File: src/sv/mise_pkg.sv
// Shared types, constants and helpers of the MIPS integer subset executor.
// No dependencies; used by all RTL and checker files.
`default_nettype none

package mise_pkg;

  localparam int MEM_WORDS = 256;
  localparam int PC_BITS   = 16;
  localparam int DM_AW     = $clog2(MEM_WORDS);
  localparam int NUM_REGS  = 32;
  localparam int RF_AW     = 5;
  localparam int PLEN_W    = 15;

  localparam logic [2:0] REQ_EXEC   = 3'd0;
  localparam logic [2:0] REQ_WR_REG = 3'd1;
  localparam logic [2:0] REQ_WR_MEM = 3'd2;
  localparam logic [2:0] REQ_RD_REG = 3'd3;
  localparam logic [2:0] REQ_RD_MEM = 3'd4;

  localparam logic [5:0] OP_RTYPE = 6'd0;
  localparam logic [5:0] OP_BEQ   = 6'd4;
  localparam logic [5:0] OP_BNE   = 6'd5;
  localparam logic [5:0] OP_ADDI  = 6'd8;
  localparam logic [5:0] OP_LW    = 6'd35;
  localparam logic [5:0] OP_SW    = 6'd43;

  localparam logic [5:0] FN_ADD = 6'd32;
  localparam logic [5:0] FN_SUB = 6'd34;
  localparam logic [5:0] FN_SLT = 6'd42;

  localparam logic [1:0] ST_OK        = 2'd0;
  localparam logic [1:0] ST_BAD_ADDR  = 2'd1;
  localparam logic [1:0] ST_BAD_INSTR = 2'd2;

  localparam logic [4:0] STG_IF  = 5'b00001;
  localparam logic [4:0] STG_ID  = 5'b00010;
  localparam logic [4:0] STG_EX  = 5'b00100;
  localparam logic [4:0] STG_MEM = 5'b01000;
  localparam logic [4:0] STG_WB  = 5'b10000;

  typedef struct packed {
    logic [2:0]         req_type;
    logic [31:0]        instr_word;
    logic [7:0]         target_index;
    logic signed [31:0] write_value;
  } in_item_t;

  typedef struct packed {
    logic [1:0]         status;
    logic signed [31:0] read_data;
    logic signed [15:0] next_pc;
    logic               halted;
    logic [4:0]         stage_mask;
    logic [2:0]         stage_count;
    logic [31:0]        cycle_total;
    logic [31:0]        instr_number;
  } out_item_t;

  typedef struct packed {
    logic             we;
    logic [RF_AW-1:0] waddr;
    logic [31:0]      wdata;
    logic             re;
    logic [RF_AW-1:0] raddr_a;
    logic [RF_AW-1:0] raddr_b;
  } rf_ctl_t;

  typedef struct packed {
    logic             we;
    logic [DM_AW-1:0] waddr;
    logic [31:0]      wdata;
    logic             re;
    logic [DM_AW-1:0] raddr;
  } dm_ctl_t;

  function automatic logic [2:0] stage_cnt(input logic [4:0] m);
    logic [2:0] c;
    c = '0;
    for (int i = 0; i < 5; i++) c = c + {2'b00, m[i]};
    return c;
  endfunction

endpackage

`default_nettype wire

File: src/sv/mise_regfile.sv
// 32-entry register file, one write port, two registered read ports.
// Per-entry valid bits give the all-zero reset. Depends on mise_pkg.
`default_nettype none

module mise_regfile (
  input  logic              clk,
  input  logic              rst_n,
  input  mise_pkg::rf_ctl_t ctl,
  output logic [31:0]       rdata_a,
  output logic [31:0]       rdata_b
);
  import mise_pkg::*;

  logic [31:0]         rf_mem [NUM_REGS];
  logic [NUM_REGS-1:0] vld_r;
  logic [31:0]         rd_a_r, rd_b_r;
  logic                vld_a_r, vld_b_r;

  always_ff @(posedge clk) begin
    if (ctl.we) begin
      rf_mem[ctl.waddr] <= ctl.wdata;
    end
    if (ctl.re) begin
      rd_a_r <= rf_mem[ctl.raddr_a];
      rd_b_r <= rf_mem[ctl.raddr_b];
    end
  end

  always_ff @(posedge clk) begin
    if (!rst_n) begin
      vld_r   <= '0;
      vld_a_r <= 1'b0;
      vld_b_r <= 1'b0;
    end else begin
      if (ctl.we) begin
        vld_r[ctl.waddr] <= 1'b1;
      end
      if (ctl.re) begin
        vld_a_r <= vld_r[ctl.raddr_a];
        vld_b_r <= vld_r[ctl.raddr_b];
      end
    end
  end

  assign rdata_a = vld_a_r ? rd_a_r : '0;
  assign rdata_b = vld_b_r ? rd_b_r : '0;

endmodule

`default_nettype wire

File: config.mk
export PLATFORM = sky130hd
export DESIGN_NAME = mise_regfile
export DESIGN_NICKNAME = d
export VERILOG_FILES = /design/src/sv/mise_pkg.sv /design/src/sv/mise_regfile.sv
export SDC_FILE = /design/constraint.sdc
export NUM_CORES = 1
export LEC_CHECK = 0
export BUFFER_PORTS_ARGS = -buffer_cell sky130_fd_sc_hd__buf_2
export CAP_MARGIN = 5
export CORE_UTILIZATION = 30
export DETAILED_ROUTE_END_ITERATION = 8
export GPL_TIMING_DRIVEN = 0
export MAX_ROUTING_LAYER = met4
export PLACE_DENSITY = 0.47
export SYNTH_ARGS = -nofsm -noshare
export SYNTH_HDL_FRONTEND = slang
export SYNTH_SLANG_ARGS = --single-unit
export TNS_END_PERCENT = 10
File: constraint.sdc
create_clock -name clk -period 8.63 [get_ports clk]
set_input_delay 0.863 -clock clk [delete_from_list [all_inputs] [get_ports clk]]
set_output_delay 0.863 -clock clk [all_outputs]
set_load 0.05 [all_outputs]
==> flow_summary_export.csv <==
group,metric,value,unit
place,port_buffers,105,
clocking,h-tree-depth,4,
power_and_ir_drop,p_leak,18.7,nW
clocking,clkTransAtPathRegs,60,ps
drt,first_pass_iters,5,
clocking,cts.repair.resized,0,
floorplan,die-area,171000,µm²
timing,fin_skew,23.5,ps
cells_and_area,fin_nets,2580,
clocking,clockBufferDepth,3,
clocking,root_buffer,"clkbuf_16",
timing,finalHoldViolations,0,
floorplan,core-area,168000,µm²
critical_path,critPathArrivalTime,3180,ps
drt,wire_per_inst,36.5,µm
timing,max_clock_freq,247,MHz
floorplan,die_x,413,µm
clocking,post_cts.repair.setup_buffers,0,
logic_synthesis,synth.avg_cell_area,22.9,µm²
logic_synthesis,synth-seq-area-share,65.7,%
clocking,insertion_delay,770,ps
clocking,cts_hold_buffers,0,
critical_path,cp-end-kind,"output port",
clocking,numCtsBuffers,133,
timing,setup_violations,0,
global_routing,grt_pass1_wl,241,mm
cells_and_area,final_util,35.9,%
drt,drtIter0Drc,3224,
drt,wirelength,177,mm
timing,worst_pin_slew,1360,ps
power_and_ir_drop,power.density,214,nW/µm²
floorplan,fp.dieH,413,µm
cells_and_area,seq_area,33400,µm²
timing,rsz0062_at_grt,"false",
global_routing,grt_max_degree,49,
place,hpwl,119,mm
cells_and_area,final_cell_mix,"1088 x edfxtp_1, 640 x mux4_2, 154 x buf_2",
drt,ant_nets,0,
power_and_ir_drop,p_sw_share,23.5,%
global_routing,antenna_found_initial,12,
timing,layout_min_cycle_time,4040,ps
timing,hold_ws,457,ps
logic_synthesis,yosys.cell_types.count,27,
job,max-cap-violations,0,
power_and_ir_drop,internal-power,9.85,mW
drt,vias_per_cell,5.63,
power_and_ir_drop,clkPwrFrac,43.7,%
critical_path,critPathMaxFanout,10,
power_and_ir_drop,vdd_ir_drop_max,0.000199,V
timing,final.period_utilization,46.8,%
logic_synthesis,synth_fp_nets,2268,
power_and_ir_drop,power_frac_comb,8.8,%
power_and_ir_drop,power_frac_seq,47.5,%
critical_path,cp.required,7770,ps
global_routing,grt_pass1_vias,29100,
logic_synthesis,syn_inst,2217,
logic_synthesis,syn-cell-area,50700,µm²
run_status,outcome,"finished clean",
global_routing,globalRoute.totalOverflow,0,
critical_path,startpoint_type,"register",
cells_and_area,layout-drive-gt1-share,44.4,%
drt,via_count,27300,
power_and_ir_drop,switchingPower,3.03,mW
cells_and_area,layout_commonest_cell,"edfxtp_1",
drt,drc,0,
global_routing,gr-usage-all-layers,21.5,%
clocking,cts_tree,"done",
logic_synthesis,synth-seq-cells,1122,
place,placed_area,55700,µm²
timing,setup-tns-final,0,ps
timing,timing.slew.headroom,9.01,%
cells_and_area,multi_input_area,16800,µm²
clocking,cts.sinks,1122,
critical_path,crit_type,"reg2out",
cells_and_area,fin_area,60100,µm²
floorplan,initial_core_util,30.3,%
timing,finalMaxSlewViolations,0,
cells_and_area,nFillCells,15300,
logic_synthesis,yosysWarningCount,0,
cells_and_area,synthToLayoutAreaGrowth,18.4,%
floorplan,rows,150,
floorplan,ios,115,
place,place.gp.congestion,0.801,
worst_hold_path,min_path_type,"in2reg",
power by group through the flow:
stage                     logic, mW  clock network (mW)  registers, mW
after global placement         1.10                   0           6.23
final                          1.14                5.63           6.12
after floorplan               0.657                   0           6.21
after detailed placement       1.14                   0           6.23
after global routing           1.18                5.91           6.12
after CTS                      1.15                5.73           6.12
metrics by stage:
stage / power (mW) / worst slack [ps] / cells
final: 12.9 / 4590 / 4848
after global routing: 13.2 / 4460 / 4844
after CTS: 13.0 / 4320 / 4838
after detailed placement: 7.37 / 4090 / 4596
after global placement: 7.33 / 2310 / 4526
after floorplan: 6.87 / 5300 / 2217
cell families (layout without fill, tap and decap cells):
| kind of cell | count (synthesis) | after routing | synth area share, % |
|---|---|---|---|
| AO/OA/AOI/OAI | 52 | 52 | 0.727 |
| multiplexers | 736 | 736 | 30.5 |
| AND/OR/NAND/NOR | 140 | 140 | 1.51 |
| other | 0 | 8 | 0 |
| buffers and inverters | 167 | 586 | 1.59 |
| flip-flops | 1122 | 1122 | 65.7 |
cell usage after synthesis:
library cell | n | share of area, %
a211oi_1 | 2 | 0.030
a21oi_1 | 6 | 0.059
a22o_1 | 1 | 0.017
a22oi_1 | 7 | 0.10
a31oi_1 | 2 | 0.025
and2_1 | 66 | 0.81
and3_1 | 2 | 0.025
buf_1 | 31 | 0.23
buf_2 | 46 | 0.45
buf_6 | 16 | 0.36
clkbuf_1 | 74 | 0.55
dfxtp_1 | 34 | 1.3
edfxtp_1 | 1088 | 64
mux2_2 | 64 | 1.4
mux2i_1 | 32 | 0.63
mux4_2 | 640 | 28
nand2_1 | 11 | 0.081
nand2b_1 | 3 | 0.037
nand3_1 | 9 | 0.089
nand3b_1 | 5 | 0.074
nand4b_1 | 1 | 0.017
nor2_1 | 35 | 0.26
nor2b_1 | 4 | 0.049
o21a_1 | 32 | 0.47
o21ai_0 | 2 | 0.020
or3_1 | 1 | 0.012
or3b_2 | 3 | 0.052
critical path, stage by stage, from the launching register on:
cell	delay, ps
dfxtp_1	920
clkbuf_1	940
and2_1	260
buf_2	270
layer usage:
metal	routed length, µm	up-vias	track usage [%]
li1	-	10500	-
met5	0	-	-
met3	12600	288	4.50
met4	5430	0	6.87
met2	87500	1257	34.3
met1	71600	15300	27.4
area by class of cell:
| cell class | count | area share, % |
|---|---|---|
| Clock buffer | 162 | 5.95 |
| Sequential cell | 1122 | 55.5 |
| Clock inverter | 80 | 1.23 |
| Multi-Input combinational cell | 928 | 28.0 |
| Timing Repair Buffer | 177 | 3.35 |
| Antenna cell | 8 | 0.0333 |
| Tap cell | 2204 | 4.59 |
| Buffer | 167 | 1.35 |
path summary, 6_finish.rpt:
check / from / endpoint / slack, ps / cells after the start
max: vld_b_r / rdata_b[10] / 4590 / 3
min: rst_n / vld_r[31] / 460 / 2
max reg2reg: rf_mem[31][5] / rd_a_r[5] / 6570 / 3
min reg2reg: vld_r[16] / vld_r[16] / 490 / 1
registers in the layout, summed over array words and instances, names as in the netlist:
signal   cells
vld_b_r      1
rf_mem    1024
rd_b_r      32
vld_r       32
rd_a_r      32
vld_a_r      1
(Power assumes the default switching activity.)
